### config.mk
export PLATFORM = sky130hd
export DESIGN_NAME = a2bc_ctrl
export DESIGN_NICKNAME = d
export VERILOG_FILES = /design/src/a2bc_pkg.sv /design/src/a2bc_ctrl.sv
export SDC_FILE = /design/constraint.sdc
export NUM_CORES = 1
export LEC_CHECK = 0
export BUFFER_PORTS_ARGS = -buffer_cell sky130_fd_sc_hd__buf_4
export CAP_MARGIN = 20
export CORE_MARGIN = 2
export CORE_UTILIZATION = 25
export DETAILED_ROUTE_END_ITERATION = 8
export PLACE_DENSITY = 0.47
export SLEW_MARGIN = 15
export SYNTH_ARGS = -nofsm -noshare
export SYNTH_HDL_FRONTEND = slang
export SYNTH_SLANG_ARGS = --single-unit
### constraint.sdc
create_clock -name clk_i -period 5.45 [get_ports clk_i]
set_clock_uncertainty 0.15 [all_clocks]
set_input_delay 1.09 -clock clk_i [delete_from_list [all_inputs] [get_ports clk_i]]
set_output_delay 1.09 -clock clk_i [all_outputs]
set_load 0.1 [all_outputs]
### src/a2bc_pkg.sv
// shared types and constants for the argon2 block compression
// no dependencies
package a2bc_pkg;

  localparam int unsigned WordW = 64;
  localparam int unsigned PairW = 2 * WordW;
  localparam int unsigned Pairs = 64;
  localparam int unsigned PairAw = $clog2(Pairs);

  // input item: two words of each source block
  typedef struct packed {
    logic [WordW-1:0] x_even;
    logic [WordW-1:0] x_odd;
    logic [WordW-1:0] y_even;
    logic [WordW-1:0] y_odd;
  } in_t;

  // result item
  typedef struct packed {
    logic [WordW-1:0] out_even;
    logic [WordW-1:0] out_odd;
    logic             last_out;
  } out_t;

  typedef enum logic [2:0] {
    ST_LOAD,
    ST_READ,
    ST_MUL,
    ST_ADD,
    ST_WRITE,
    ST_EMIT
  } state_e;

  // commands from controller to datapath
  typedef struct packed {
    logic              in_we;
    logic [PairAw-1:0] in_addr;
    logic              rd_en;
    logic              rd_from_r;
    logic [PairAw-1:0] rd_addr;
    logic [2:0]        pair;
    logic              mul_en;
    logic              add_en;
    logic [1:0]        step;
    logic              diag;
    logic              wr_en;
    logic [PairAw-1:0] wr_addr;
    logic              emit;
    logic              last;
  } cmd_t;

endpackage

### src/a2bc_ctrl.sv
// controller for the argon2 block compression: load, permutation and emit sequencing
// depends on a2bc_pkg
module a2bc_ctrl (
  input  logic           clk_i,
  input  logic           rst_ni,
  input  logic           start_i,
  output logic           busy_o,
  output a2bc_pkg::cmd_t cmd_o
);
  import a2bc_pkg::*;

  state_e      state_q, state_d;
  logic [5:0]  cnt_q, cnt_d;
  logic [3:0]  perm_q, perm_d;
  logic [1:0]  step_q, step_d;
  logic        rnd_q, rnd_d;
  logic [5:0]  load_q, load_d;
  logic [5:0]  addr;

  // state and counters
  always_ff @(posedge clk_i or negedge rst_ni) begin
    if (!rst_ni) begin
      state_q <= ST_LOAD;
      cnt_q   <= '0;
      perm_q  <= '0;
      step_q  <= '0;
      rnd_q   <= 1'b0;
      load_q  <= '0;
    end else begin
      state_q <= state_d;
      cnt_q   <= cnt_d;
      perm_q  <= perm_d;
      step_q  <= step_d;
      rnd_q   <= rnd_d;
      load_q  <= load_d;
    end
  end

  // pair address: rows in the first half of the passes, columns after
  assign addr = perm_q[3] ? {cnt_q[2:0], perm_q[2:0]} : {perm_q[2:0], cnt_q[2:0]};

  // next state and commands
  always_comb begin
    state_d = state_q;
    cnt_d   = cnt_q;
    perm_d  = perm_q;
    step_d  = step_q;
    rnd_d   = rnd_q;
    load_d  = load_q;
    cmd_o   = '0;
    cmd_o.step = step_q;
    cmd_o.diag = rnd_q;
    cmd_o.pair = cnt_q[2:0];
    unique case (state_q)
      ST_LOAD: begin
        cmd_o.in_we   = start_i;
        cmd_o.in_addr = load_q;
        if (start_i) begin
          load_d = load_q + 6'd1;
          if (load_q == 6'd63) begin
            state_d = ST_READ;
            cnt_d   = '0;
            perm_d  = '0;
          end
        end
      end
      ST_READ: begin
        cmd_o.rd_en     = (cnt_q[3] == 1'b0);
        cmd_o.rd_from_r = !perm_q[3];
        cmd_o.rd_addr   = addr;
        if (cnt_q[3]) begin
          state_d = ST_MUL;
          cnt_d   = '0;
          step_d  = '0;
          rnd_d   = 1'b0;
        end else begin
          cnt_d = cnt_q + 6'd1;
        end
      end
      ST_MUL: begin
        cmd_o.mul_en = 1'b1;
        state_d      = ST_ADD;
      end
      ST_ADD: begin
        cmd_o.add_en = 1'b1;
        if (step_q == 2'd3) begin
          if (rnd_q) begin
            state_d = ST_WRITE;
            cnt_d   = '0;
          end else begin
            rnd_d   = 1'b1;
            step_d  = '0;
            state_d = ST_MUL;
          end
        end else begin
          step_d  = step_q + 2'd1;
          state_d = ST_MUL;
        end
      end
      ST_WRITE: begin
        cmd_o.wr_en   = 1'b1;
        cmd_o.wr_addr = addr;
        if (cnt_q[2:0] == 3'd7) begin
          cnt_d = '0;
          if (perm_q == 4'd15) begin
            state_d = ST_EMIT;
          end else begin
            perm_d  = perm_q + 4'd1;
            state_d = ST_READ;
          end
        end else begin
          cnt_d = cnt_q + 6'd1;
        end
      end
      ST_EMIT: begin
        cmd_o.emit    = 1'b1;
        cmd_o.rd_addr = cnt_q;
        cmd_o.last    = (cnt_q == 6'd63);
        cnt_d         = cnt_q + 6'd1;
        if (cnt_q == 6'd63) begin
          state_d = ST_LOAD;
        end
      end
      default: state_d = ST_LOAD;
    endcase
  end

  assign busy_o = (state_q != ST_LOAD);

  // checks
  a_emit_end: assert property (@(posedge clk_i) disable iff (!rst_ni)
    (state_q == ST_EMIT && cnt_q == 6'd63) |=> state_q == ST_LOAD)
    else $error("emit did not return to load");
  a_load_idle: assert property (@(posedge clk_i) disable iff (!rst_ni)
    cmd_o.in_we |-> !busy_o)
    else $error("input write while busy");
  a_perm_done: assert property (@(posedge clk_i) disable iff (!rst_ni)
    (state_q == ST_ADD && step_q == 2'd3 && rnd_q) |=> state_q == ST_WRITE)
    else $error("permutation end missed write-back");

endmodule

==> results.py, run 1 <==
metrics = {
    "status": {
        "outcome": "complete, no violations",
    },
    "power_and_ir_drop": {
        "power_leakage_uw": 0.000916,
        "peakVddDrop_uv": 72.1,
        "power_density_nw_per_um2": 156,
    },
    "die": {
        "core-area_um2": 5920,
        "start_util": 0.258,
        "die_w_um": 82.1,
        "chipHeight_um": 82.1,
        "design.portCount": 36,
        "die_area_um2": 6750,
        "core.rowCount": 28,
    },
    "final_layout": {
        "areaGrowthSynthToFinish_pct": 21.4,
        "multi_input_comb_area_um2": 865,
        "final_area_um2": 1850,
        "drive_gt1_frac": 0.229,
        "finalCoreUtilization": 0.313,
        "fillCellCount": 642,
        "regArea_um2": 551,
        "antennaDiodeCount": 0,
        "final_nets": 211,
    },
    "cts": {
        "cts_tree": "built",
        "htreeDepth": 1,
        "cts_buffer_depth": 2,
        "cts_resized": 0,
        "clock_insertion_delay_worst_skew_ns": 0.27,
        "post_cts_buffers": 0,
        "cts_buffers": 3,
        "clk_pin_slew_worst_paths_ns": 0.09,
        "hold_buffers": 0,
        "cts.sinks": 22,
        "cts_root_buffer": "clkbuf_8",
    },
    "logic_synthesis": {
        "synth-compound-area-share": 0.166,
        "synth_commonest_cells": "dfrtp_1, nor2_1, nand2_1, nand3_1, mux2i_1",
        "synthSimpleGateAreaFrac": 0.241,
        "synthArstFlopShare": 1.00,
        "synthTopCellsByArea": "dfrtp_1, mux2i_1, ha_1",
        "synth_edf_count": 0,
        "avgSynthCellArea_um2": 8.67,
        "ys_warn_count": 0,
        "ys_seq_elements": 22,
        "synth.distinct_cells": 36,
        "synth-main-ff-cell": "dfrtp_1",
        "synth.most_common_cell": "dfrtp_1",
        "synth_top_family_by_area": "simple AND/OR/NAND/NOR gates",
        "synth_xor_xnor_area_share": 0.0287,
        "synth_top_cell_area_share": 0.361,
        "synth_mux_area_frac": 0.0811,
        "yosysSeqAreaShare": 0.361,
        "netlist_area_um2": 1530,
        "netlist_instances": 176,
        "synthAdderAreaFrac": 0.0492,
        "yosysTopAreaCell": "dfrtp_1",
        "synth_nets": 185,
    },
    "place": {
        "pre_cts_slack_ns": 2.41,
        "placed_area_um2": 1800,
        "gp_congestion": 0.824,
        "io_buffers": 35,
        "post-dp-hpwl_um": 2870,
    },
    "timing": {
        "timing.fmax_mhz": 307,
        "worst_pin_slew_ns": 0.655,
        "rsz0062_at_grt": "no",
        "period_minus_slack_ns": 3.26,
        "fin_crit_sh": 0.598,
        "setup_slack_ns": 2.19,
        "maxSlewViolCount": 0,
        "setup_viol": 0,
        "finalSetupTns_ns": 0,
        "slew_headroom": 0.559,
        "final_hold_viol_count": 0,
    },
    "grt": {
        "grt_usage": 0.123,
        "grt_max_degree": 23,
        "grt_pass1_wl_um": 6350,
        "antenna_found_initial": 0,
        "grt_pass1_vias": 1269,
        "grt_overflow": 0,
    },
    "setup_path": {
        "critPathLaunchType": "flop",
        "critical_path_required_ns": 4.21,
        "critical-path-top-delay-family": "simple AND/OR/NAND/NOR gates",
        "slowest_delay_ns": 0.66,
        "crit_path_cell_trace": "nand2b_1 -> or3_1 -> inv_1 -> buf_4",
        "worst-path-max-fanout": 16,
        "worst_ep_arrival_time_ns": 2.02,
        "critPathKind": "flop to primary output",
        "critPathCaptureType": "primary output",
        "slowest_stage": "dfrtp_1",
        "critPathBufInv": 2,
    },
    "detailed_routing": {
        "vias": 1320,
        "antenna_left": 0,
        "drt_first_pass_iters": 6,
        "wire_per_inst_um": 13.9,
        "drc": 0,
        "finalWirelength_um": 3840,
        "drt_iter0_drc": 64,
        "avgViaCountPerCell": 4.78,
    },
    "run": {
        "cap_violations": 0,
    },
    "hold_path": {
        "hp-class": "flop to flop",
    },
}
[cell families after synthesis]
logic type | count (synthesis)
buffers and inverters | 21
flip-flops | 22
adder cells (fa/ha/maj) | 6
multiplexers | 12
AND/OR/NAND/NOR | 73
XOR/XNOR | 5
AO/OA/AOI/OAI | 37
[worst reg2reg max path: stages, from the launching register on]
cell and delay, ns:
dfrtp_1 0.48, ha_1 0.24, ha_1 0.29, inv_1 0.08
o21ai_0 0.53, nand2_1 0.16, mux2_2 0.28
[metrics by stage]
stage / instances / total power [uW] / hold slack (ns)
6_report: 276 / 290 / 0.350
5_1_grt: 276 / 303 / 0.357
4_1_cts: 276 / 295 / 0.352
3_5_place_dp: 272 / 171 / 0.340
3_3_place_gp: 272 / 171 / 0.339
2_1_floorplan: 176 / 166 / 0.305
[power breakdown]
part	total (uW)	internal (uW)	switching [uW]
Clock	122	64.5	57.7
Sequential	163	163	0
Combinational	4.55	0.945	3.61
[routing by layer]
layer  track usage  part of all wire  vias to the layer above
li1              -                 -                      669
met1         0.174              0.50                      621
met2         0.189              0.45                       26
met3        0.0293             0.043                        4
met4        0.0250            0.0083                        0
met5             0                 0                        -
[worst paths after layout]
check	startpoint	endpoint	slack, ns	cells after the start
min in group asynchronous	rst_ni	perm_q[3]	0.56	1
hold reg to reg	load_q[5]	load_q[5]	0.35	1
max in group asynchronous	rst_ni	cnt_q[1]	4.35	1
setup / recovery	state_q[0]	cmd_o[24]	2.19	4
setup reg to reg	cnt_q[0]	cnt_q[0]	3.12	6
hold / removal	load_q[5]	load_q[5]	0.35	1
[area by class of cell]
| cell class | instances | area share |
|---|---|---|
| Clock buffer | 4 | 0.0297 |
| Inverter | 7 | 0.0142 |
| Multi-Input combinational cell | 133 | 0.467 |
| Sequential cell | 22 | 0.297 |
| Tap cell | 75 | 0.0506 |
| Timing Repair Buffer | 35 | 0.142 |
[flip-flops by register name, summed over array words and instances (netlist names)]
name / cells
state_q: 3
perm_q: 4
cnt_q: 6
load_q: 6
rnd_q: 1
step_q: 2
[cell usage in the layout, fill, tap and decap left out, types with 4 or more instances in the layout]
cell      instances
inv_1             7
and3_1            5
buf_4            35
mux2i_1           9
clkbuf_8          4
dfrtp_1          22
a22o_1            5
and2_1            7
nand2_1          14
o21ai_0           8
nand2b_1          6
a21oi_1           7
nor2_1           20
ha_1              6
nand3_1          10
(Power assumes the default switching activity.)
==> run 2, diff against run 1 <==
==> constraint.sdc (replaced) <==
create_clock -name clk_i -period 3.32 [get_ports clk_i]
set_clock_uncertainty 0.15 [all_clocks]
set_input_delay 0.664 -clock clk_i [delete_from_list [all_inputs] [get_ports clk_i]]
set_output_delay 0.664 -clock clk_i [all_outputs]
set_load 0.1 [all_outputs]
==> run 2 against run 1 <==
Register-to-register slack got worse by 2.2 ns. Sequential power rose by 64%. Die area did not move. Global-route usage rose by 0.59 points. Sequential cell count did not move. Sequential share of layout area did not move. Wire length fell by 0.13%. Cell area did not move. Critical path type unchanged.
==> results.py, run 2 (same netlist as run 1, synthesis figures left out) <==
metrics = {
    "cts": {
        "cts_buffer_depth": 2,
        "htreeDepth": 1,
        "post_cts_buffers": 0,
        "cts_buffers": 3,
        "hold_buffers": 0,
        "cts.sinks": 22,
        "clk_pin_slew_worst_paths_ns": 0.09,
        "clock_insertion_delay_worst_skew_ns": 0.27,
        "cts_tree": "built",
        "cts_resized": 0,
        "cts_root_buffer": "clkbuf_8",
    },
    "detailed_routing": {
        "finalWirelength_um": 3830,
        "wire_per_inst_um": 13.9,
        "drt_first_pass_iters": 4,
        "drt_iter0_drc": 87,
        "avgViaCountPerCell": 4.78,
        "vias": 1320,
        "drc": 0,
        "antenna_left": 0,
    },
    "final_layout": {
        "instances_no_fill": 276,
        "final_nets": 211,
        "reg.largest.list": "cnt_q x6, load_q x6, perm_q x4",
        "antennaDiodeCount": 0,
        "finalCoreUtilization": 0.313,
        "areaGrowthSynthToFinish_pct": 21.4,
        "drive_gt1_frac": 0.229,
        "fillCellCount": 645,
        "mostFrequentLayoutCell": "buf_4",
        "mostFrequentLayoutCells": "buf_4, dfrtp_1, nor2_1",
    },
    "timing": {
        "timing.fmax_mhz": 353,
        "worst_pin_slew_ns": 0.665,
        "setup_viol": 0,
        "slew_headroom": 0.552,
        "period_minus_slack_ns": 2.83,
        "rsz0062_at_grt": "no",
        "final_hold_viol_count": 0,
        "fin_crit_sh": 0.852,
        "setup_slack_ns": 0.491,
        "maxSlewViolCount": 0,
    },
    "power_and_ir_drop": {
        "power_leakage_uw": 0.000916,
        "power_density_nw_per_um2": 257,
        "peakVddDrop_uv": 177,
    },
    "setup_path": {
        "worst-path-max-fanout": 16,
        "worst_ep_arrival_time_ns": 2.02,
        "critPathCaptureType": "primary output",
        "critPathKind": "flop to primary output",
        "critical_path_required_ns": 2.51,
        "critPathLaunchType": "flop",
    },
    "grt": {
        "antenna_found_initial": 0,
        "grt_overflow": 0,
        "grt_max_degree": 23,
        "grt_pass1_vias": 1293,
        "grt_usage": 0.128,
        "grt_pass1_wl_um": 6560,
    },
    "die": {
        "core.rowCount": 28,
        "chipHeight_um": 82.1,
        "core-area_um2": 5920,
        "design.portCount": 36,
        "die_area_um2": 6750,
        "die_w_um": 82.1,
        "start_util": 0.258,
    },
    "hold_path": {
        "hp-class": "input pin to async pin",
    },
    "status": {
        "outcome": "complete, no violations",
    },
    "place": {
        "pre_cts_slack_ns": 0.772,
        "gp_congestion": 0.784,
        "post-dp-hpwl_um": 2900,
        "placed_cells_incl_taps": 272,
        "io_buffers": 35,
    },
    "run": {
        "cap_violations": 0,
    },
}
==> run 2: power breakdown <==
part           total [uW]  internal, uW  switching [uW]  leakage (uW)
registers             268           268               0      0.000268
logic                7.53          1.56            5.97      0.000620
clock network         201           106            95.4     0.0000288
total                 477           375             101      0.000916
==> run 2: final cells by class <==
cell class	instances	area, um^2	share of cell area
multi-input combinational	133	865	0.467
tap	75	93.8	0.0506
sequential	22	551	0.297
clock buffer	4	55.1	0.0297
timing repair buffer	35	263	0.142
inverter	7	26.3	0.0142
==> run 2: metrics by stage <==
step           setup TNS, ns  cell area, um^2  power, uW  hold slack (ns)
2_1_floorplan          -1.23             1530        273            0.218
3_3_place_gp               0             1800        281            0.338
3_5_place_dp               0             1800        281            0.345
4_1_cts                    0             1850        486            0.136
5_1_grt                    0             1850        500            0.138
6_report                   0             1850        477            0.129
==> run 2: worst max-delay path, cell delays in order, from the launching register on <==
cell      delay (ns)
dfrtp_1         0.66
nor2b_1         0.39
nand2b_1        0.18
o21ai_0         0.20
buf_4           0.32
==> run 2: final timing paths <==
check	start	endpoint	slack, ns	cells past startpoint
worst max-delay path	state_q[0]	cmd_o[22]	0.49	4
worst max register to register	cnt_q[0]	cnt_q[0]	0.94	6
max in group asynchronous	rst_ni	cnt_q[1]	2.65	1
worst min register to register	load_q[5]	load_q[5]	0.35	1
min in group clk_i	load_q[5]	load_q[5]	0.35	1
worst min-delay path	rst_ni	perm_q[2]	0.13	1
==> run 2: layer usage <==
layer	vias to the layer above	global-route usage	wire length (um)
li1	665	-	-
met3	4	0.0272	159
met4	0	0.0300	33
met5	-	0	0
met1	626	0.180	1880
met2	25	0.202	1760
==> run 3, diff against run 2 <==
--- a/config.mk
+++ b/config.mk
@@ -8,9 +8,10 @@
 export BUFFER_PORTS_ARGS = -buffer_cell sky130_fd_sc_hd__buf_4
 export CAP_MARGIN = 20
 export CORE_MARGIN = 2
-export CORE_UTILIZATION = 25
+export CORE_UTILIZATION = 48
+export CTS_BUF_LIST = sky130_fd_sc_hd__clkbuf_4 sky130_fd_sc_hd__clkbuf_8 sky130_fd_sc_hd__clkbuf_16
 export DETAILED_ROUTE_END_ITERATION = 8
-export PLACE_DENSITY = 0.47
+export PLACE_DENSITY = 0.79
 export SLEW_MARGIN = 15
 export SYNTH_ARGS = -nofsm -noshare
 export SYNTH_HDL_FRONTEND = slang
==> constraint.sdc (replaced) <==
create_clock -name clk_i -period 2.6 [get_ports clk_i]
set_clock_uncertainty 0.15 [all_clocks]
set_input_delay 0.52 -clock clk_i [delete_from_list [all_inputs] [get_ports clk_i]]
set_output_delay 0.52 -clock clk_i [all_outputs]
set_load 0.1 [all_outputs]
==> run 3 against run 2 <==
Non-clock buffer count grew 8. Count of clock-buffer cells in the layout shrank 1. Core utilization grew 31 points. Final cell count shrank 8.7%. Cell area grew 1.9%. Sequential cell count is the same. Sequential share of layout area shrank 0.55 points. Critical path type unchanged. Highest routed layer unchanged.
==> results.py, run 3 (same netlist as run 1, synthesis figures left out) <==
metrics = {
    "setup_path": {
        "cp_num_cells": 5,
        "worst_ep_arrival_time_ns": 1.80,
        "crit_path_cell_trace": "buf_4 -> nor2b_1 -> mux2i_1 -> nor2_2 -> buf_4",
        "critPathBufInv": 2,
        "slowest_stage": "dfrtp_1",
        "worst-path-max-fanout": 14,
        "critical_path_required_ns": 1.93,
        "critPathKind": "flop to primary output",
        "critPathLaunchType": "flop",
        "cpMostUsedCell": "buf_4",
        "critPathCaptureType": "primary output",
        "critical-path-top-delay-family": "buffers and inverters",
        "slowest_delay_ns": 0.40,
        "rr_worst_depth": 7,
    },
    "grt": {
        "grt_usage": 0.218,
        "grt_pass1_wl_um": 5890,
        "grt_max_degree": 23,
        "antenna_found_initial": 0,
        "grt_overflow": 0,
        "grt_pass1_vias": 1236,
    },
    "place": {
        "post-dp-hpwl_um": 2790,
        "io_buffers": 35,
        "gp_congestion": 0.954,
    },
    "die": {
        "die_area_um2": 3650,
        "die_w_um": 60.4,
        "chipHeight_um": 60.4,
        "core.rowCount": 20,
        "core-area_um2": 3030,
        "start_util": 0.504,
        "design.portCount": 36,
    },
    "detailed_routing": {
        "wire_per_inst_um": 14.2,
        "drt_first_pass_iters": 4,
        "vias": 1390,
        "antenna_left": 0,
        "drt_iter0_drc": 79,
        "avgViaCountPerCell": 5.52,
        "drc": 0,
        "finalWirelength_um": 3570,
    },
    "cts": {
        "cts_buffer_depth": 2,
        "cts.sinks": 22,
        "clock_insertion_delay_worst_skew_ns": 0.31,
        "htreeDepth": 1,
        "clk_pin_slew_worst_paths_ns": 0.12,
        "cts_tree": "built",
        "post_cts_buffers": 0,
        "cts_buffers": 3,
        "cts_root_buffer": "clkbuf_4",
    },
    "final_layout": {
        "finalCoreUtilization": 0.624,
        "mostFrequentLayoutCells": "buf_4, dfrtp_1, nand2_1",
        "areaGrowthSynthToFinish_pct": 23.7,
        "antennaDiodeCount": 0,
        "reg.largest.list": "cnt_q x6, load_q x6, perm_q x4",
        "drive_gt1_frac": 0.322,
        "fillCellCount": 260,
        "mostFrequentLayoutCell": "buf_4",
        "final_nets": 219,
    },
    "timing": {
        "timing.fmax_mhz": 405,
        "finalSetupTns_ns": 0,
        "final_hold_viol_count": 0,
        "rsz0062_at_grt": "no",
        "period_minus_slack_ns": 2.47,
        "fin_crit_sh": 0.951,
        "worst_pin_slew_ns": 0.356,
        "setup_viol": 0,
        "maxSlewViolCount": 0,
        "slew_headroom": 0.762,
    },
    "hold_path": {
        "whs_path_depth": 1,
        "hp-class": "flop to flop",
    },
    "status": {
        "outcome": "complete, no violations",
    },
    "power_and_ir_drop": {
        "power_density_nw_per_um2": 271,
        "power_leakage_uw": 0.000925,
        "power_uw": 512,
        "peakVddDrop_uv": 143,
    },
    "run": {
        "cap_violations": 0,
    },
}
## run 3: final timing paths
kind,startpoint,end,slack (ns)
max,state_q[2],cmd_o[17],0.13
min,load_q[5],load_q[5],0.36
max reg2reg,cnt_q[0],cnt_q[0],0.59
min reg2reg,load_q[5],load_q[5],0.36
max in group asynchronous,rst_ni,load_q[4],1.60
min in group asynchronous,rst_ni,cnt_q[3],0.46
## run 3: per-stage QoR
| stage | hold WS, ns | setup slack (ns) | instances | instance area, um^2 |
|---|---|---|---|---|
| 2_1_floorplan | 0.0744 | -0.474 | 176 | 1570 |
| 3_5_place_dp | 0.281 | 0.499 | 248 | 1850 |
| 4_1_cts | 0.373 | 0.126 | 252 | 1890 |
| 6_report | 0.363 | 0.128 | 252 | 1890 |
| 5_1_grt | 0.398 | 0.0124 | 252 | 1890 |
| 3_3_place_gp | 0.277 | 0.546 | 248 | 1850 |
## run 3: layout make-up
cell class	instances	area (um^2)	area share
Multi-Input combinational cell	133	905	0.479
Sequential cell	22	551	0.292
Inverter	7	30.0	0.0159
Clock buffer	3	22.5	0.0119
Tap cell	44	55.1	0.0292
Timing Repair Buffer	43	325	0.172
## run 3: layer usage
metal  up-vias  track usage  routed length (um)
met5         -            0                   0
met4         0       0.0794                  45
met3         5       0.0256                 165
met2        36        0.349                1720
met1       669        0.304                1650
li1        680            -                   -
## run 3: worst reg2reg max path, stage by stage (launching register included)
cell and delay [ns]:
dfrtp_1 0.47, ha_1 0.23, ha_1 0.29, inv_1 0.08, o21ai_0 0.15, buf_4 0.16, nand2_1 0.10, mux2_2 0.27
## run 3: repair_timing
item                                    4_1_cts  5_1_grt
endpoints found under the setup margin        0        1
gates resized for setup                       0        1
hold endpoints to repair                     22        0
hold buffers                                  1        0
## run 3: power breakdown
part | internal [uW] | switching (uW)
clock | 54.3 | 105
sequential | 342 | 0
combinational | 2.97 | 7.36
